--- config.mk ---
export PLATFORM = sky130hd
export DESIGN_NAME = peak_based_gain_step_control_flat
export DESIGN_NICKNAME = d
export VERILOG_FILES = /design/src/sv/pbgs_pkg.sv /design/src/sv/pbgs_if.sv /design/src/sv/peak_based_gain_step_control.sv /design/src/sv/pbgs_mul.sv /design/src/sv/pbgs_div.sv /design/src/flat_wrapper.sv
export SDC_FILE = /design/constraint.sdc
export NUM_CORES = 1
export LEC_CHECK = 0
export BUFFER_PORTS_ARGS = -buffer_cell sky130_fd_sc_hd__buf_2
export CORE_ASPECT_RATIO = 0.7
export CORE_MARGIN = 2
export CORE_UTILIZATION = 50
export DETAILED_ROUTE_END_ITERATION = 7
export GPL_ROUTABILITY_DRIVEN = 0
export PLACE_DENSITY = 0.67
export SLEW_MARGIN = 40
export SYNTH_ARGS = -nofsm -noshare
export SYNTH_HDL_FRONTEND = slang
export SYNTH_SLANG_ARGS = --single-unit
--- constraint.sdc ---
create_clock -name clk -period 6.8 [get_ports clk]
set_input_delay 0 -clock clk [delete_from_list [all_inputs] [get_ports clk]]
set_output_delay 0 -clock clk [all_outputs]
set_load 0.005 [all_outputs]
--- src/sv/pbgs_pkg.sv ---
`default_nettype none
package pbgs_pkg;

    localparam int SAMPLE_WIDTH = 16;
    localparam int GAIN_WIDTH   = 6;
    localparam int MAG_W        = SAMPLE_WIDTH - 1;
    localparam int PROD_W       = MAG_W + GAIN_WIDTH;
    localparam int CFG_W        = MAG_W;
    localparam int CFG_IDX_W    = 2;
    localparam int MUL_CNT_W    = $clog2(GAIN_WIDTH + 1);
    localparam int DIV_CNT_W    = $clog2(PROD_W + 1);

    localparam logic [MAG_W-1:0]      MAG_MAX       = '1;
    localparam logic [GAIN_WIDTH-1:0] MAX_GAIN_RST  = GAIN_WIDTH'(63);
    localparam logic [MAG_W-1:0]      TARGET_RST    = MAG_W'(1024);
    localparam logic [MAG_W-1:0]      LOWER_RST     = MAG_W'(512);
    localparam logic [MAG_W-1:0]      UPPER_RST     = MAG_W'(1536);

    localparam logic [CFG_IDX_W-1:0] REG_MAX_GAIN = 2'd0;
    localparam logic [CFG_IDX_W-1:0] REG_TARGET   = 2'd1;
    localparam logic [CFG_IDX_W-1:0] REG_LOWER    = 2'd2;
    localparam logic [CFG_IDX_W-1:0] REG_UPPER    = 2'd3;

    localparam logic OP_SAMPLE = 1'b0;
    localparam logic OP_REPORT = 1'b1;

    typedef enum logic [3:0] {
        ST_RUN  = 4'b0001,
        ST_MUL  = 4'b0010,
        ST_DIV  = 4'b0100,
        ST_DONE = 4'b1000
    } state_t;

endpackage
`default_nettype wire

--- src/sv/pbgs_if.sv ---
`default_nettype none
interface pbgs_item_if
    import pbgs_pkg::*;
();
    logic                           valid;
    logic                           ready;
    logic                           op;
    logic signed [SAMPLE_WIDTH-1:0] amplitude;
    logic [GAIN_WIDTH-1:0]          reported_gain;
    logic                           last;

    modport source (output valid, output op, output amplitude, output reported_gain,
                    output last, input ready);
    modport sink   (input valid, input op, input amplitude, input reported_gain,
                    input last, output ready);
endinterface

interface pbgs_result_if
    import pbgs_pkg::*;
();
    logic                  valid;
    logic                  ready;
    logic [GAIN_WIDTH-1:0] next_step;
    logic                  adjusted;

    modport source (output valid, output next_step, output adjusted, input ready);
    modport sink   (input valid, input next_step, input adjusted, output ready);
endinterface
`default_nettype wire

--- src/sv/peak_based_gain_step_control.sv ---
// Amplitude and gain report items: one per cycle while input is not held off, no result.
// Frame end inside the band or with zero gain/peak: result goes to a holding register, then to
// the output register once it is free; input is held off until then.
// Frame end needing a new step: serial multiply, then serial divide, then the holding register;
// input is held off meanwhile. Results sit in an output register.
// rst_n (async, active low) clears gain, peak and handshake state; config regs take defaults.
`default_nettype none
module peak_based_gain_step_control
    import pbgs_pkg::*;
(
    input  wire logic                 clk,
    input  wire logic                 rst_n,
    pbgs_item_if.sink                 item,
    pbgs_result_if.source             result,
    input  wire logic                 wr_en,
    input  wire logic [CFG_IDX_W-1:0] wr_index,
    input  wire logic [CFG_W-1:0]     wr_data
);

    state_t state_reg, state_next;

    logic [GAIN_WIDTH-1:0] max_gain_reg;
    logic [MAG_W-1:0]      target_reg;
    logic [MAG_W-1:0]      lower_reg;
    logic [MAG_W-1:0]      upper_reg;

    logic [GAIN_WIDTH-1:0] gain_reg, gain_next;
    logic [MAG_W-1:0]      peak_reg, peak_next;
    logic [MAG_W-1:0]      hold_peak_reg, hold_peak_next;
    logic [GAIN_WIDTH-1:0] res_gain_reg, res_gain_next;
    logic                  res_adj_reg, res_adj_next;
    logic                  out_valid_reg, out_valid_next;
    logic [GAIN_WIDTH-1:0] out_gain_reg, out_gain_next;
    logic                  out_adj_reg, out_adj_next;

    logic [SAMPLE_WIDTH-1:0] abs_val;
    logic [MAG_W-1:0]        mag;
    logic [MAG_W-1:0]        frame_peak;
    logic                    outside;
    logic                    xfer;
    logic                    out_free;
    logic                    mul_start;
    logic                    mul_done;
    logic [PROD_W-1:0]       product;
    logic                    div_done;
    logic [PROD_W-1:0]       quotient;

    assign abs_val    = item.amplitude[SAMPLE_WIDTH-1] ? $unsigned(-item.amplitude)
                                                       : $unsigned(item.amplitude);
    // most negative sample saturates
    assign mag        = abs_val[SAMPLE_WIDTH-1] ? MAG_MAX : abs_val[MAG_W-1:0];
    assign frame_peak = (mag > peak_reg) ? mag : peak_reg;
    assign outside    = (frame_peak < lower_reg) || (frame_peak > upper_reg);

    assign item.ready = (state_reg == ST_RUN);
    assign xfer       = item.valid && item.ready;
    assign out_free   = !out_valid_reg || result.ready;

    always_comb
    begin
        state_next     = state_reg;
        gain_next      = gain_reg;
        peak_next      = peak_reg;
        hold_peak_next = hold_peak_reg;
        res_gain_next  = res_gain_reg;
        res_adj_next   = res_adj_reg;
        out_valid_next = out_valid_reg && !result.ready;
        out_gain_next  = out_gain_reg;
        out_adj_next   = out_adj_reg;
        mul_start      = 1'b0;
        unique case (state_reg)
            ST_RUN:
            begin
                if (xfer)
                begin
                    if (item.op == OP_REPORT)
                        gain_next = item.reported_gain;
                    else if (!item.last)
                        peak_next = frame_peak;
                    else
                    begin
                        peak_next      = '0;
                        hold_peak_next = frame_peak;
                        res_adj_next   = outside;
                        state_next     = ST_DONE;
                        if (!outside)
                            res_gain_next = gain_reg;
                        else if (gain_reg == '0)
                            res_gain_next = '0;
                        else if (frame_peak == '0)
                            res_gain_next = max_gain_reg;
                        else
                        begin
                            mul_start  = 1'b1;
                            state_next = ST_MUL;
                        end
                    end
                end
            end
            ST_MUL:
            begin
                if (mul_done)
                    state_next = ST_DIV;
            end
            ST_DIV:
            begin
                if (div_done)
                begin
                    res_gain_next = (quotient > PROD_W'(max_gain_reg))
                                    ? max_gain_reg : quotient[GAIN_WIDTH-1:0];
                    state_next    = ST_DONE;
                end
            end
            ST_DONE:
            begin
                if (out_free)
                begin
                    out_valid_next = 1'b1;
                    out_gain_next  = res_gain_reg;
                    out_adj_next   = res_adj_reg;
                    state_next     = ST_RUN;
                end
            end
            default:
                state_next = ST_RUN;
        endcase
    end

    always_ff @(posedge clk or negedge rst_n)
    begin
        if (!rst_n)
        begin
            state_reg     <= ST_RUN;
            gain_reg      <= '0;
            peak_reg      <= '0;
            out_valid_reg <= 1'b0;
        end
        else
        begin
            state_reg     <= state_next;
            gain_reg      <= gain_next;
            peak_reg      <= peak_next;
            out_valid_reg <= out_valid_next;
        end
    end

    always_ff @(posedge clk)
    begin
        hold_peak_reg <= hold_peak_next;
        res_gain_reg  <= res_gain_next;
        res_adj_reg   <= res_adj_next;
        out_gain_reg  <= out_gain_next;
        out_adj_reg   <= out_adj_next;
    end

    always_ff @(posedge clk or negedge rst_n)
    begin
        if (!rst_n)
        begin
            max_gain_reg <= MAX_GAIN_RST;
            target_reg   <= TARGET_RST;
            lower_reg    <= LOWER_RST;
            upper_reg    <= UPPER_RST;
        end
        else if (wr_en)
        begin
            unique case (wr_index)
                REG_MAX_GAIN: max_gain_reg <= wr_data[GAIN_WIDTH-1:0];
                REG_TARGET:   target_reg   <= wr_data[MAG_W-1:0];
                REG_LOWER:    lower_reg    <= wr_data[MAG_W-1:0];
                REG_UPPER:    upper_reg    <= wr_data[MAG_W-1:0];
                default:      ;
            endcase
        end
    end

    pbgs_mul u_mul (
        .clk     (clk),
        .rst_n   (rst_n),
        .start   (mul_start),
        .mcand   (target_reg),
        .mplier  (gain_reg),
        .done    (mul_done),
        .product (product)
    );

    pbgs_div u_div (
        .clk      (clk),
        .rst_n    (rst_n),
        .start    (mul_done),
        .dividend (product),
        .divisor  (hold_peak_reg),
        .done     (div_done),
        .quotient (quotient)
    );

    assign result.valid     = out_valid_reg;
    assign result.next_step = out_gain_reg;
    assign result.adjusted  = out_adj_reg;

endmodule
`default_nettype wire

--- src/sv/pbgs_mul.sv ---
`default_nettype none
// Shift-and-add multiplier, one multiplier bit per cycle.
module pbgs_mul
    import pbgs_pkg::*;
(
    input  wire logic                  clk,
    input  wire logic                  rst_n,
    input  wire logic                  start,
    input  wire logic [MAG_W-1:0]      mcand,
    input  wire logic [GAIN_WIDTH-1:0] mplier,
    output logic                       done,
    output logic [PROD_W-1:0]          product
);

    logic                  busy_reg, busy_next;
    logic                  done_reg, done_next;
    logic [MUL_CNT_W-1:0]  cnt_reg, cnt_next;
    logic [PROD_W-1:0]     mcand_reg, mcand_next;
    logic [GAIN_WIDTH-1:0] mplier_reg, mplier_next;
    logic [PROD_W-1:0]     acc_reg, acc_next;

    always_comb
    begin
        busy_next   = busy_reg;
        done_next   = 1'b0;
        cnt_next    = cnt_reg;
        mcand_next  = mcand_reg;
        mplier_next = mplier_reg;
        acc_next    = acc_reg;
        if (start)
        begin
            busy_next   = 1'b1;
            cnt_next    = '0;
            mcand_next  = PROD_W'(mcand);
            mplier_next = mplier;
            acc_next    = '0;
        end
        else if (busy_reg)
        begin
            if (mplier_reg[0])
                acc_next = acc_reg + mcand_reg;
            mcand_next  = mcand_reg << 1;
            mplier_next = mplier_reg >> 1;
            cnt_next    = cnt_reg + 1'b1;
            if (cnt_reg == MUL_CNT_W'(GAIN_WIDTH - 1))
            begin
                busy_next = 1'b0;
                done_next = 1'b1;
            end
        end
    end

    always_ff @(posedge clk or negedge rst_n)
    begin
        if (!rst_n)
        begin
            busy_reg <= 1'b0;
            done_reg <= 1'b0;
            cnt_reg  <= '0;
        end
        else
        begin
            busy_reg <= busy_next;
            done_reg <= done_next;
            cnt_reg  <= cnt_next;
        end
    end

    always_ff @(posedge clk)
    begin
        mcand_reg  <= mcand_next;
        mplier_reg <= mplier_next;
        acc_reg    <= acc_next;
    end

    assign done    = done_reg;
    assign product = acc_reg;

endmodule
`default_nettype wire

--- src/sv/pbgs_div.sv ---
`default_nettype none
// Restoring divider, one quotient bit per cycle. Divisor must be nonzero.
module pbgs_div
    import pbgs_pkg::*;
(
    input  wire logic              clk,
    input  wire logic              rst_n,
    input  wire logic              start,
    input  wire logic [PROD_W-1:0] dividend,
    input  wire logic [MAG_W-1:0]  divisor,
    output logic                   done,
    output logic [PROD_W-1:0]      quotient
);

    logic                 busy_reg, busy_next;
    logic                 done_reg, done_next;
    logic [DIV_CNT_W-1:0] cnt_reg, cnt_next;
    logic [PROD_W-1:0]    num_reg, num_next;
    logic [PROD_W-1:0]    quo_reg, quo_next;
    logic [MAG_W-1:0]     rem_reg, rem_next;
    logic [MAG_W-1:0]     div_reg, div_next;
    logic [MAG_W:0]       trial;
    logic [MAG_W+1:0]     diff;

    assign trial = {rem_reg, num_reg[PROD_W-1]};
    assign diff  = {1'b0, trial} - {2'b00, div_reg};

    always_comb
    begin
        busy_next = busy_reg;
        done_next = 1'b0;
        cnt_next  = cnt_reg;
        num_next  = num_reg;
        quo_next  = quo_reg;
        rem_next  = rem_reg;
        div_next  = div_reg;
        if (start)
        begin
            busy_next = 1'b1;
            cnt_next  = '0;
            num_next  = dividend;
            quo_next  = '0;
            rem_next  = '0;
            div_next  = divisor;
        end
        else if (busy_reg)
        begin
            num_next = num_reg << 1;
            // remainder stays below the divisor, so it fits in MAG_W bits
            if (!diff[MAG_W+1])
            begin
                rem_next = diff[MAG_W-1:0];
                quo_next = {quo_reg[PROD_W-2:0], 1'b1};
            end
            else
            begin
                rem_next = trial[MAG_W-1:0];
                quo_next = {quo_reg[PROD_W-2:0], 1'b0};
            end
            cnt_next = cnt_reg + 1'b1;
            if (cnt_reg == DIV_CNT_W'(PROD_W - 1))
            begin
                busy_next = 1'b0;
                done_next = 1'b1;
            end
        end
    end

    always_ff @(posedge clk or negedge rst_n)
    begin
        if (!rst_n)
        begin
            busy_reg <= 1'b0;
            done_reg <= 1'b0;
            cnt_reg  <= '0;
        end
        else
        begin
            busy_reg <= busy_next;
            done_reg <= done_next;
            cnt_reg  <= cnt_next;
        end
    end

    always_ff @(posedge clk)
    begin
        num_reg <= num_next;
        quo_reg <= quo_next;
        rem_reg <= rem_next;
        div_reg <= div_next;
    end

    assign done     = done_reg;
    assign quotient = quo_reg;

endmodule
`default_nettype wire

--- src/flat_wrapper.sv ---
// flat-port wrapper written by rule: the top's interface ports become plain ports
module peak_based_gain_step_control_flat import pbgs_pkg::*;
  (clk, rst_n, wr_en, wr_index, wr_data, item_valid, item_op, item_amplitude, item_reported_gain, item_last, item_ready, result_valid, result_next_step, result_adjusted, result_ready);
  pbgs_item_if item_i ();
  pbgs_result_if result_i ();
  input  wire logic clk;
  input  wire logic rst_n;
  input  wire logic wr_en;
  input  wire logic [CFG_IDX_W-1:0] wr_index;
  input  wire logic [CFG_W-1:0] wr_data;
  input wire logic [$bits(item_i.valid)-1:0] item_valid;
  input wire logic [$bits(item_i.op)-1:0] item_op;
  input wire logic [$bits(item_i.amplitude)-1:0] item_amplitude;
  input wire logic [$bits(item_i.reported_gain)-1:0] item_reported_gain;
  input wire logic [$bits(item_i.last)-1:0] item_last;
  output wire logic [$bits(item_i.ready)-1:0] item_ready;
  output wire logic [$bits(result_i.valid)-1:0] result_valid;
  output wire logic [$bits(result_i.next_step)-1:0] result_next_step;
  output wire logic [$bits(result_i.adjusted)-1:0] result_adjusted;
  input wire logic [$bits(result_i.ready)-1:0] result_ready;
  assign item_i.valid = item_valid;
  assign item_i.op = item_op;
  assign item_i.amplitude = item_amplitude;
  assign item_i.reported_gain = item_reported_gain;
  assign item_i.last = item_last;
  assign item_ready = item_i.ready;
  assign result_valid = result_i.valid;
  assign result_next_step = result_i.next_step;
  assign result_adjusted = result_i.adjusted;
  assign result_i.ready = result_ready;
  peak_based_gain_step_control u_core (.clk(clk), .rst_n(rst_n), .item(item_i), .result(result_i), .wr_en(wr_en), .wr_index(wr_index), .wr_data(wr_data));
endmodule
### Word-level counts from Yosys, hierarchy flattened

Index checks and enable logic that the tools add are counted.

* add/sub/neg operators: 5
* $mul: 0
* divide/modulo/power cells: 0
* order comparisons: 4
* equality and inequality tests: 16
* shift-type cells: 0
* mux-type cells: 56
* bitwise gates (word level): 1
* reduce and logical (&&, ||, !) cells: 23

Operators by type and width (count)
* $mux W15: 6
* $mux W6: 10
* $mux W21: 2
* $mux W4: 9
* $gt A15 B15 Y1: 2
* $mux W1: 22
* $add A21 B21 Y21: 1
* $gt A21 B6 Y1: 1
* $sub A16 B15 Y17: 1
* $mux W16: 1
* $neg A16 Y16: 1
* $pmux W4 S4: 1
* $logic_not A15 Y1: 1
* $lt A15 B15 Y1: 1
* $pmux W6 S2: 1
* $reduce_and A2 Y1: 6
* $reduce_and A6 Y1: 2
* $mux W5: 2
* $ne A2 B2 Y1 const B: 5
* $logic_not A6 Y1: 1
* $mux W3: 2
* $reduce_and A3 Y1: 2
* $reduce_bool A2 Y1: 3
* $add A5 B1 Y5 const B: 1
* 17 further kinds: 21

* register bits: 238
* bits in latches: 0
* memory bits (writable): 0
* memory bits (read-only): 0
* input bits: 46
* output and inout port bits: 9
* logic and storage cells: 132
* memories kept: 0

### Logic depth before layout (Yosys ltp)

Gate-level depths: netlist (run 1).

* depth after elaboration: 14
* depth in mapped cells: 27
* depth with buffers taken out: 24

### By module

Synthesis (run 1) repeated with hierarchy kept, for this count alone.

* cell total of the unflattened synthesis: 1250
* area total of the unflattened synthesis: 13107.6 µm²

Modules (own cells, without submodules)
* peak_based_gain_step_control: times used 1, cells an instance 590, area an instance 6198.4 µm², seq. area each 2811.4 µm²
* pbgs_div: times used 1, cells an instance 346, area an instance 3818.7 µm², seq. area each 1976.9 µm²
* pbgs_mul: times used 1, cells an instance 314, area an instance 3090.5 µm², seq. area each 1296.2 µm²

### Least setup slack after synthesis (run 1)

OpenSTA, ideal clock, no wires.

* path type: input -> register
* from: input item_amplitude[0]
* to: register u_core.u_mul.mcand_reg[0] (enable)
* setup time: 378 ps
* arrival: 5671 ps
* data required time: 6422 ps
* path slack: 751 ps
* stages: 25
* path buffers: 2
* cell sequence: inv_1 -> ha_1 -> or4b_4 -> o41ai_1 -> xor2_1 -> nand2_1 -> ha_1 -> a211oi_1 -> nor2_1 -> o31ai_1 -> o211ai_1 -> nand2_1 -> clkbuf_1 -> mux2_2 -> ha_1 -> nand4_1 -> nor4_1 -> o21ai_0 -> a32oi_1 -> nor3_1 -> a31oi_2 -> nand4_2 -> nor3_4 -> buf_6 -> or2_1

* elaborated cells on any way between the ends: 17
* classes of those cells: 1 x add/sub; 3 x order compare; 10 x mux; 3 x reduce/logical

RTL lines
* from (decl): line flat_wrapper.sv:13 `input wire logic [$bits(item_i.amplitude)-1:0] item_amplitude;`
* $neg A16 Y16: line peak_based_gain_step_control.sv:48 `assign abs_val = item.amplitude[SAMPLE_WIDTH-1] ? $unsigned(-item.amplitude)`
* $mux W16 *: line peak_based_gain_step_control.sv:48
* $mux W15 *: line peak_based_gain_step_control.sv:51 `assign mag = abs_val[SAMPLE_WIDTH-1] ? MAG_MAX : abs_val[MAG_W-1:0];`
* $gt A15 B15 Y1: line peak_based_gain_step_control.sv:52 `assign frame_peak = (mag > peak_reg) ? mag : peak_reg;`
* $mux W15 *: line peak_based_gain_step_control.sv:52
* named net u_core.frame_peak[13]: line peak_based_gain_step_control.sv:38 `logic [MAG_W-1:0] frame_peak;`
* $lt A15 B15 Y1 or $gt A15 B15 Y1 (tied branches): line peak_based_gain_step_control.sv:53 `assign outside = (frame_peak < lower_reg) || (frame_peak > upper_reg);`
* $logic_or A1 B1 Y1 *: line peak_based_gain_step_control.sv:53
* named net u_core.outside: line peak_based_gain_step_control.sv:39 `logic outside;`
* $mux W1 *: line peak_based_gain_step_control.sv:86 `if (!outside)`
* $mux W1 *: line peak_based_gain_step_control.sv:78 `else if (!item.last)`
* $mux W1 *: line peak_based_gain_step_control.sv:76 `if (item.op == OP_REPORT)`
* $mux W1 *: line peak_based_gain_step_control.sv:74 `if (xfer)`
* $mux W1 *: line peak_based_gain_step_control.sv:71 `unique case (state_reg)`
* $reduce_bool A2 Y1 (no source line) *
* to (signal assigned): line pbgs_mul.sv:71 `mcand_reg <= mcand_next;`
* to (decl): line pbgs_mul.sv:18 `logic [PROD_W-1:0] mcand_reg, mcand_next;`

Mark *: on every way through the listed nets, which the timed path passes. The rest lies on a longest branch.
A chain may end at the register's enable or synchronous reset.

### Final worst setup path (run 1)

* from: input item_amplitude[0]
* to: register u_core.u_mul.mcand_reg[12] (enable)

The elaborated chain is that of the path after synthesis.

==> results of run 1 <==
==> cells in the mapped netlist, types with 4 or more instances <==
cell                       count  area, µm²
sky130_fd_sc_hd__a211oi_1     16      120.1
sky130_fd_sc_hd__a21o_1       27      202.7
sky130_fd_sc_hd__a21oi_1      60      300.3
sky130_fd_sc_hd__a221o_1       5      50.05
sky130_fd_sc_hd__a22o_1       14      122.6
sky130_fd_sc_hd__a31oi_1       7      43.79
sky130_fd_sc_hd__and2_1       11      68.82
sky130_fd_sc_hd__and3_1        8      50.05
sky130_fd_sc_hd__clkbuf_1     29      108.9
sky130_fd_sc_hd__dfrtp_1      78       1952
sky130_fd_sc_hd__dfstp_2      11      289.0
sky130_fd_sc_hd__dfxtp_1      63       1261
sky130_fd_sc_hd__edfxtp_1     86       2582
sky130_fd_sc_hd__ha_1         90       1126
sky130_fd_sc_hd__inv_1        92      345.3
sky130_fd_sc_hd__mux2_2       85      957.2
sky130_fd_sc_hd__mux2_4       13      195.2
sky130_fd_sc_hd__mux2i_1      39      390.4
sky130_fd_sc_hd__nand2_1      69      259.0
sky130_fd_sc_hd__nand2b_1     11      68.82
sky130_fd_sc_hd__nand3_1      19      95.09
sky130_fd_sc_hd__nand3b_1      6      45.04
sky130_fd_sc_hd__nand4_1      14      87.58
sky130_fd_sc_hd__nor2_1      104      390.4
sky130_fd_sc_hd__nor2b_1       9      56.30
sky130_fd_sc_hd__nor3_1       21      105.1
sky130_fd_sc_hd__nor3b_1       6      45.04
sky130_fd_sc_hd__nor4_1       13      81.33
sky130_fd_sc_hd__o211ai_1      4      30.03
sky130_fd_sc_hd__o21a_1       11      82.58
sky130_fd_sc_hd__o21ai_0      33      165.2
sky130_fd_sc_hd__o31ai_1       6      45.04
sky130_fd_sc_hd__o41ai_1       5      43.79
sky130_fd_sc_hd__or2_2         6      37.54
sky130_fd_sc_hd__or3_1         7      43.79
sky130_fd_sc_hd__xnor2_1      20      175.2
sky130_fd_sc_hd__xor2_1       15      131.4
==> per-layer routing <==
layer | up-vias | share of wire, % | GRT usage, %
li1 | 4471 | - | -
met1 | 4406 | 53 | 33.09
met2 | 195 | 41 | 31.81
met3 | 33 | 4.5 | 2.938
met4 | 0 | 1.4 | 4.665
met5 | - | 0 | 0
==> worst max-delay path by stage <==
stage,end,depth (start not counted),start
floorplan,u_core.u_mul.mcand_reg[0],25,item_amplitude[0]
CTS,u_core.u_mul.mcand_reg[12],27,item_amplitude[0]
detailed placement,u_core.u_mul.mcand_reg[10],27,item_amplitude[0]
finish,u_core.u_mul.mcand_reg[12],27,item_amplitude[0]
global placement,u_core.u_mul.mcand_reg[10],27,item_amplitude[0]
global route,u_core.u_mul.mcand_reg[12],27,item_amplitude[0]
==> critical path: cells and delay by family <==
kind                       cells  cell delay [ns]
AOI/OAI and AO/OA              7             1.76
xor gates and xnor gates       1             0.26
adders and majority gates      3             0.82
buffers and inverters          5             1.02
muxes                          1             0.41
and+or+nand+nor               10             2.04
==> power groups by stage <==
stage | registers [µW] | logic [µW] | clock network, µW
final | 2500 | 2900 | 1430
after global routing | 2570 | 3270 | 1510
after CTS | 2500 | 2890 | 1460
after detailed placement | 2520 | 2840 | 0
after global placement | 2510 | 2770 | 0
after floorplan | 2350 | 2320 | 0
==> cell families after synthesis <==
logic type,after synthesis
muxes,137
adders and majority gates,92
and+or+nand+nor,323
buffers and inverters,131
AOI/OAI and AO/OA,223
xor gates and xnor gates,35
DFF,238
==> final cells by class <==
class	instances	area, µm²
clock buffers	28	656.9
multi-input cells	810	6172
well taps	325	406.6
fillers	2053	10200
inverters	92	345.3
clock inverters	16	203.9
repair buffers	108	790.8
flip-flops and latches	238	6087
==> per-stage QoR <==
step / util, % / std cells
after floorplan: - / 1179
after global placement: 53.89 / 1534
after detailed placement: 53.96 / 1535
after CTS: 58.91 / 1616
after global routing: 58.97 / 1617
final: 58.97 / 1617
==> impl_metrics.json, run 1 <==
{
  "status": "complete, no violations",
  "synthXorXnorAreaFrac_pct": 2.401,
  "cts-buffers-inserted": 24,
  "cp_slowest_stage_delay_ns": 0.51,
  "design.portCount": 55,
  "compound_gate_portion_of_the_synthesized_area_pct": 11.96,
  "quantity_of_i_o_buffers_inserted_on_ports": 54,
  "hold_path_depth": 3,
  "htreeDepth": 1,
  "globalRoute.totalOverflow": 0,
  "slew_violations": 0,
  "r2r_setup_slack_ns": 1.30,
  "postSynthRegisterBits": 238,
  "yosysUniqueCellTypes": 74,
  "postSynthAreaPerCell_um2": 10.83,
  "critPathMostFrequentCell": "sky130_fd_sc_hd__ha_1",
  "number_of_enable_flip_flop_cells_after_synthesis": 86,
  "hold_path.startpoint": "item_valid",
  "final_cell_mix": "103 x sky130_fd_sc_hd__nor2_1, 92 x sky130_fd_sc_hd__inv_1, 90 x sky130_fd_sc_hd__ha_1",
  "final.min_clock_period_ns": 6.144,
  "dominant_combinational_cell_family_by_area_after_synthesis": "simple AND/OR/NAND/NOR gates",
  "cp.arrival_ns": 6.35,
  "syn2layout_area_growth_pct": 14.84,
  "drive_gt1_share_pct": 19.20,
  "final_cell_area_um2": 14660,
  "kind_of_critical_path": "in -> reg",
  "crit_path_capture_type": "flip-flop",
  "dp_hpwl_um": 20000,
  "muxShareOfSynthArea_pct": 12.08,
  "postRouteAntennaNets": 0,
  "power.ir.vdd_worst_uv": 255.3,
  "tritoncts": "built",
  "required_time_of_the_worst_setup_path_ns": 7.01,
  "post_cts.resized_instances": 0,
  "rows": 48,
  "via_count": 9105,
  "cts-root-buf": "sky130_fd_sc_hd__clkbuf_16",
  "setup_ws_ns": 0.6561,
  "layout_commonest_cell": "sky130_fd_sc_hd__nor2_1",
  "detailedPlace.worstSlack_ns": 0.2400,
  "avgViaCountPerCell": 5.631,
  "syn_nets": 1317,
  "clock_power_share_pct": 20.9,
  "grt_pass1_wl_um": 46000,
  "setup_violations": 0,
  "grt_antenna_before_repair": 0,
  "nets": 1412,
  "synth.cell_area_um2": 12770,
  "worstSkewPairLatency_ns": 0.53,
  "insertedDiodeCount": 0,
  "number_of_violations_of_the_max_capacitance_limit": 0,
  "initial_utilization_pct": 51.35,
  "grt_max_degree": 78,
  "async_reset_ff_share_pct": 37.39,
  "postRouteWirelength_um": 28250,
  "fin_crit_sh_pct": 90.35,
  "area_share_of_fa_ha_maj_cells_after_synthesis_pct": 9.133,
  "drt_first_iter_violations": 716,
  "hold-path-endpoint": "u_core.gain_reg[4]",
  "dr.pass1.iters": 5,
  "clk_transition_reported_paths_ns": 0.06,
  "p_int_uw": 4315,
  "tightest_slew_ns": 0.7770,
  "synth_sequential_area_ratio_pct": 47.65,
  "detailed_place.area_um2": 13420,
  "detail_route.wl_per_cell_um": 17.47,
  "fp.dieH_um": 137.7,
  "hold_path.class": "in -> reg",
  "cp_slowest_cell": "sky130_fd_sc_hd__or4b_4",
  "postCtsSetupRepairBufs": 0,
  "cp_max_fo": 39,
  "fin_hold_ws_ns": 0.04231,
  "synth_ff_type": "sky130_fd_sc_hd__edfxtp_1",
  "grt_util_overall_pct": 21.41,
  "max_clock_freq_mhz": 162.8,
  "first_global_vias": 8660,
  "critical_path.reg2reg.startpoint": "u_core.peak_reg[8]",
  "dieWidth_um": 195,
  "relSlewSlack_pct": 47.85,
  "leakage_power_uw": 0.006431,
  "drc": 0,
  "power_density_nw_per_um2": 466.0,
  "yosys_warnings": 0,
  "rsz_0062_raised_after_global_routing": "false",
  "die_ar_um2": 26850,
  "worst_setup_path_start_kind": "primary input",
  "power.share.sequential_pct": 36.6,
  "ctsHoldBuffers": 37,
  "coreArea_um2": 24860,
  "cts_sinks": 238,
  "comb_power_share_pct": 42.4,
  "reg2reg_depth": 21,
  "sw_share_pct": 36.86,
  "post-layout-total-power_uw": 6834,
  "netlist_instances": 1179,
  "fin_setup_tns_ns": 0,
  "power_switching_uw": 2519,
  "synth_simple_gate_area_share_pct": 12.68,
  "clock_path_buffers": 3,
  "r2r-end": "u_core.u_mul.mcand_reg[12]",
  "report.final.hold_viol_count": 0,
  "finalClockSkew_ns": 0.01540
}
(Power assumes the default switching activity.)
==> inputs of run 2 (changes only) <==
- CORE_MARGIN: 2 -> 4
- CORE_UTILIZATION: 50 -> 55
- PLACE_DENSITY: 0.67 -> 0.72
==> impl_metrics.json, run 2 (synthesis gave the netlist of run 1 again) <==
{
  "status": "complete, no violations",
  "avgViaCountPerCell": 5.743,
  "globalRoute.totalOverflow": 0,
  "postRouteWirelength_um": 28860,
  "hold_path_depth": 5,
  "grt_max_degree": 75,
  "die_ar_um2": 25760,
  "grt_antenna_before_repair": 0,
  "cts-buffers-inserted": 24,
  "clock_power_share_pct": 19.7,
  "r2r_setup_slack_ns": 1.34,
  "clock_path_buffers": 3,
  "tritoncts": "built",
  "first_global_vias": 8982,
  "initial_utilization_pct": 56.16,
  "detailedPlace.worstSlack_ns": 0.2516,
  "fp.dieH_um": 135.5,
  "coreArea_um2": 22730,
  "postCtsSetupRepairBufs": 0,
  "report.final.hold_viol_count": 0,
  "relSlewSlack_pct": 43.73,
  "drive_gt1_share_pct": 18.51,
  "clk_transition_reported_paths_ns": 0.06,
  "setup_violations": 0,
  "dr.pass1.iters": 5,
  "leakage_power_uw": 0.006388,
  "layout_commonest_cell": "sky130_fd_sc_hd__nor2_1",
  "comb_power_share_pct": 43.2,
  "postRouteAntennaNets": 0,
  "hold_path.class": "in -> reg",
  "final_cell_mix": "103 x sky130_fd_sc_hd__nor2_1, 92 x sky130_fd_sc_hd__inv_1, 90 x sky130_fd_sc_hd__ha_1",
  "cp.arrival_ns": 6.37,
  "detail_route.wl_per_cell_um": 18.06,
  "nets": 1406,
  "rows": 46,
  "tightest_slew_ns": 0.8416,
  "fin_crit_sh_pct": 89.77,
  "grt_pass1_wl_um": 47130,
  "setup.worst_path.end": "u_core.u_mul.mcand_reg[3]",
  "crit_path_capture_type": "flip-flop",
  "design.portCount": 55,
  "insertedDiodeCount": 0,
  "crit_path_start": "item_amplitude[0]",
  "quantity_of_i_o_buffers_inserted_on_ports": 54,
  "dieWidth_um": 190.1,
  "critical_path.reg2reg.startpoint": "u_core.peak_reg[4]",
  "setup_ws_ns": 0.6960,
  "cp_max_fo": 53,
  "number_of_violations_of_the_max_capacitance_limit": 0,
  "drc": 0,
  "p_int_uw": 4247,
  "required_time_of_the_worst_setup_path_ns": 7.07,
  "sw_share_pct": 37.21,
  "power.share.sequential_pct": 37.1,
  "grt_util_overall_pct": 22.51,
  "fin_setup_tns_ns": 0,
  "power_density_nw_per_um2": 464.5,
  "drt_first_iter_violations": 621,
  "rsz_0062_raised_after_global_routing": "false",
  "via_count": 9177,
  "htreeDepth": 1,
  "r2r-end": "u_core.u_mul.mcand_reg[3]",
  "worst_setup_path_start_kind": "primary input",
  "fin_hold_ws_ns": 0.04432,
  "final.min_clock_period_ns": 6.104,
  "syn2layout_area_growth_pct": 14.03,
  "slew_violations": 0,
  "dp_hpwl_um": 20400,
  "max_clock_freq_mhz": 163.8,
  "finalClockSkew_ns": 0.01212,
  "reg2reg_depth": 19,
  "cts-root-buf": "sky130_fd_sc_hd__clkbuf_16",
  "power_switching_uw": 2517,
  "cts_sinks": 238,
  "kind_of_critical_path": "in -> reg",
  "power.ir.vdd_worst_uv": 260.6,
  "worstSkewPairLatency_ns": 0.52
}
==> run 2: repair_timing <==
item                                   in CTS  in global routing
endpoints found under the hold margin     154                  0
gates resized for setup                     0                  0
hold buffers                               38                  0
==> run 2: through the flow <==
stage	total power [µW]	std cells	util, %	instance area [µm²]
final	6764	1598	64.05	14560
after global routing	7279	1598	64.05	14560
after CTS	6775	1598	64.05	14560
after detailed placement	5378	1516	58.87	13380
after global placement	5263	1515	58.74	13350
after floorplan	4664	1179	-	12770
==> run 2: worst min-delay path by stage <==
stage                                    endpoint  slack (ns)        from
final                         u_core.state_reg[0]        0.04  item_valid
after detailed placement  u_core.u_div.cnt_reg[4]       -0.12       rst_n
after global placement    u_core.u_div.cnt_reg[4]       -0.12       rst_n
after CTS                     u_core.state_reg[0]       0.003  item_valid
after global routing           u_core.gain_reg[4]        0.07  item_valid
after floorplan                u_core.gain_reg[0]       -0.30       rst_n
==> run 2: power by group through the flow <==
stage	sequential, µW	combinational, µW	clock [µW]
2_1_floorplan	2350	2320	0
3_3_place_gp	2510	2760	0
3_5_place_dp	2520	2850	0
4_1_cts	2510	2910	1360
5_1_grt	2570	3300	1420
6_report	2510	2920	1340
==> run 2: metal layers <==
| metal | global-route usage (%) | part of all wire, % | vias up | wire length [µm] |
|---|---|---|---|---|
| li1 | - | - | 4460 | - |
| met1 | 34.39 | 50 | 4410 | 14380 |
| met2 | 34.34 | 43 | 270 | 12410 |
| met3 | 3.297 | 5.5 | 37 | 1584 |
| met4 | 4.819 | 1.7 | 0 | 485 |
| met5 | 0 | 0 | - | 0 |
==> run 2: cell type report <==
cell class / count / area, µm²
repair buffers: 102 / 752.0
inverters: 92 / 345.3
flip-flops and latches: 238 / 6087
well taps: 312 / 390.4
fillers: 1807 / 8174
multi-input cells: 810 / 6188
clock inverters: 8 / 67.56
clock buffers: 36 / 729.5
==> run 2: worst max-delay path, cell delays in order <==
cell,delay (ns)
sky130_fd_sc_hd__buf_2,0.11
sky130_fd_sc_hd__inv_1,0.08
sky130_fd_sc_hd__ha_1,0.21
sky130_fd_sc_hd__or4b_4,0.52
sky130_fd_sc_hd__o41ai_1,0.33
sky130_fd_sc_hd__xor2_1,0.23
sky130_fd_sc_hd__nand2_1,0.11
sky130_fd_sc_hd__ha_1,0.31
sky130_fd_sc_hd__a211oi_1,0.23
sky130_fd_sc_hd__nor2_1,0.07
sky130_fd_sc_hd__o31ai_1,0.23
sky130_fd_sc_hd__o211ai_1,0.18
sky130_fd_sc_hd__nand2_1,0.36
sky130_fd_sc_hd__mux2_2,0.44
sky130_fd_sc_hd__ha_1,0.30
sky130_fd_sc_hd__nand4_1,0.19
sky130_fd_sc_hd__nor4_1,0.32
sky130_fd_sc_hd__o21ai_0,0.14
sky130_fd_sc_hd__a32oi_1,0.27
sky130_fd_sc_hd__nor3_1,0.13
sky130_fd_sc_hd__a31oi_2,0.41
sky130_fd_sc_hd__nand4_2,0.25
sky130_fd_sc_hd__nor3_4,0.24
sky130_fd_sc_hd__buf_12,0.32
sky130_fd_sc_hd__mux2_2,0.38
==> inputs of run 3 (changes only) <==
- TNS_END_PERCENT: not set -> 30
- clock period: 6.8 -> 7.53 ns (I/O delays scaled with it)
==> impl_metrics.json, run 3 (synthesis gave the netlist of run 1 again) <==
{
  "met3_wirelength_um": 1448,
  "grt_max_degree": 80,
  "highest-signal-layer": "met4",
  "drc": 0,
  "quantity_of_i_o_buffers_inserted_on_ports": 54,
  "cts_sinks": 238,
  "relSlewSlack_pct": 49.34,
  "fill_cells": 1751,
  "grt_pass1_wl_um": 45970,
  "fin_hold_ws_ns": 0.01461,
  "multiInputGateArea_um2": 6188,
  "htreeDepth": 1,
  "power.ir.vdd_worst_uv": 185.8,
  "first_global_vias": 8781,
  "grt_antenna_before_repair": 0,
  "number_of_violations_of_the_max_capacitance_limit": 0,
  "die_ar_um2": 25760,
  "finalClockSkew_ns": 0.01404,
  "final_cell_mix": "103 x sky130_fd_sc_hd__nor2_1, 92 x sky130_fd_sc_hd__inv_1, 90 x sky130_fd_sc_hd__ha_1",
  "final-instance-count-excl-fill": 1598,
  "hold_path.startpoint": "item_valid",
  "crit_path_capture_type": "flip-flop",
  "post_cts.resized_instances": 0,
  "dp_hpwl_um": 19680,
  "insertedDiodeCount": 0,
  "grt_util_overall_pct": 21.96,
  "critical_path.reg2reg.startpoint": "u_core.peak_reg[4]",
  "report.final.hold_viol_count": 0,
  "fin_crit_sh_pct": 81.10,
  "postRouteWirelength_um": 28150,
  "placed_cells_incl_taps": 1516,
  "tightest_slew_ns": 0.7541,
  "clk_transition_reported_paths_ns": 0.07,
  "cts-root-buf": "sky130_fd_sc_hd__clkbuf_16",
  "met1_wire_length_um": 14400,
  "rows": 46,
  "drive_gt1_share_pct": 18.66,
  "globalRoute.totalOverflow": 0,
  "postRouteAntennaNets": 0,
  "met2_length_um": 11780,
  "crit_path_start": "item_amplitude[0]",
  "nets": 1407,
  "clock_path_buffers": 3,
  "required_time_of_the_worst_setup_path_ns": 7.79,
  "cp.arrival_ns": 6.37,
  "power_density_nw_per_um2": 419.5,
  "status": "complete, no violations",
  "initial_utilization_pct": 56.16,
  "avgViaCountPerCell": 5.727,
  "worstSkewPairLatency_ns": 0.52,
  "dr.pass1.iters": 4,
  "rsz_0062_raised_after_global_routing": "false",
  "drt_first_iter_violations": 778,
  "max_clock_freq_mhz": 163.8,
  "final.min_clock_period_ns": 6.107,
  "layout_commonest_cell": "sky130_fd_sc_hd__nor2_1",
  "cts-buffers-inserted": 23,
  "leakage_power_uw": 0.006399,
  "detail_route.wl_per_cell_um": 17.62,
  "dieWidth_um": 190.1,
  "cp_max_fo": 32,
  "coreArea_um2": 22730,
  "seq_cell_area_um2": 6087,
  "syn2layout_area_growth_pct": 14.14,
  "design.portCount": 55,
  "fin_setup_tns_ns": 0,
  "worst_setup_path_start_kind": "primary input",
  "setup_violations": 0,
  "via_count": 9151,
  "fp.dieH_um": 135.5,
  "slew_violations": 0,
  "tritoncts": "built",
  "hold_path.class": "in -> reg",
  "kind_of_critical_path": "in -> reg"
}
==> run 3: cell count changes in the layout (fill, tap and decap cells not counted), sizes merged <==
cell	change
clkbuf	-3
bufinv	+2
buf	+1
clkinv	-1
dlygate4sd3	+1
==> run 3: power breakdown <==
group,switching [µW],internal [µW],leakage [µW]
Combinational,1420,1230,0.00359
Sequential,341,1900,0.00241
Clock,497,728,0.000397
==> run 3: worst max-delay path, stage by stage <==
cell                       delay, ns
sky130_fd_sc_hd__buf_2          0.11
sky130_fd_sc_hd__inv_1          0.09
sky130_fd_sc_hd__ha_1           0.21
sky130_fd_sc_hd__or4b_4         0.52
sky130_fd_sc_hd__o41ai_1        0.32
sky130_fd_sc_hd__xor2_1         0.22
sky130_fd_sc_hd__nand2_1        0.11
sky130_fd_sc_hd__ha_1           0.31
sky130_fd_sc_hd__a211oi_1       0.24
sky130_fd_sc_hd__nor2_1         0.07
sky130_fd_sc_hd__o31ai_1        0.20
sky130_fd_sc_hd__o211ai_1       0.17
sky130_fd_sc_hd__nand2_1        0.33
sky130_fd_sc_hd__mux2_2         0.42
sky130_fd_sc_hd__ha_1           0.32
sky130_fd_sc_hd__nand4_1        0.18
sky130_fd_sc_hd__nor4_1         0.32
sky130_fd_sc_hd__o21ai_0        0.14
sky130_fd_sc_hd__a32oi_1        0.24
sky130_fd_sc_hd__nor3_1         0.10
sky130_fd_sc_hd__a31oi_2        0.42
sky130_fd_sc_hd__nand4_2        0.23
sky130_fd_sc_hd__nor3_4         0.21
sky130_fd_sc_hd__buf_4          0.47
sky130_fd_sc_hd__mux2_2         0.40
==> run 3: stage by stage <==
step / utilization, % / cell area [µm²] / setup WS [ns] / total power, µW
floorplan: - / 12770 / 1.481 / 4212
global placement: 58.68 / 13340 / 1.191 / 4743
detailed placement: 58.83 / 13370 / 1.032 / 4833
CTS: 64.06 / 14560 / 1.516 / 6109
global route: 64.11 / 14570 / 0.9860 / 6575
finish: 64.11 / 14570 / 1.423 / 6114
==> run 3: layout make-up <==
class / count / area share, %
inverter: 92 / 2.370
multi-input combinational: 810 / 42.46
clock buffer: 33 / 4.627
tap: 312 / 2.679
clock inverter: 9 / 0.8499
sequential: 238 / 41.77
timing repair buffer: 104 / 5.246
==> run 3: per-layer routing <==
| metal | vias up | global-route usage (%) |
|---|---|---|
| met5 | - | 0 |
| met4 | 0 | 4.659 |
| met3 | 38 | 3.555 |
| met2 | 259 | 32.10 |
| met1 | 4385 | 34.53 |
| li1 | 4469 | - |
==> run 3: repair_timing <==
action	in CTS	in global routing
hold buffers	39	0
hold endpoints to repair	155	0
buffers inserted	0	0
==> run 3: path summary, 6_finish.rpt <==
kind	endpoint	slack (ns)	cells after the start
setup reg to reg	u_core.u_mul.mcand_reg[5]	1.94	19
max in group asynchronous	u_core.target_reg[7]	6.31	4
hold reg to reg	u_core.result.next_step[1]	0.42	0
min in group asynchronous	u_core.state_reg[0]	0.53	3
setup / recovery	u_core.u_mul.mcand_reg[5]	1.42	25
hold / removal	u_core.state_reg[0]	0.01	5
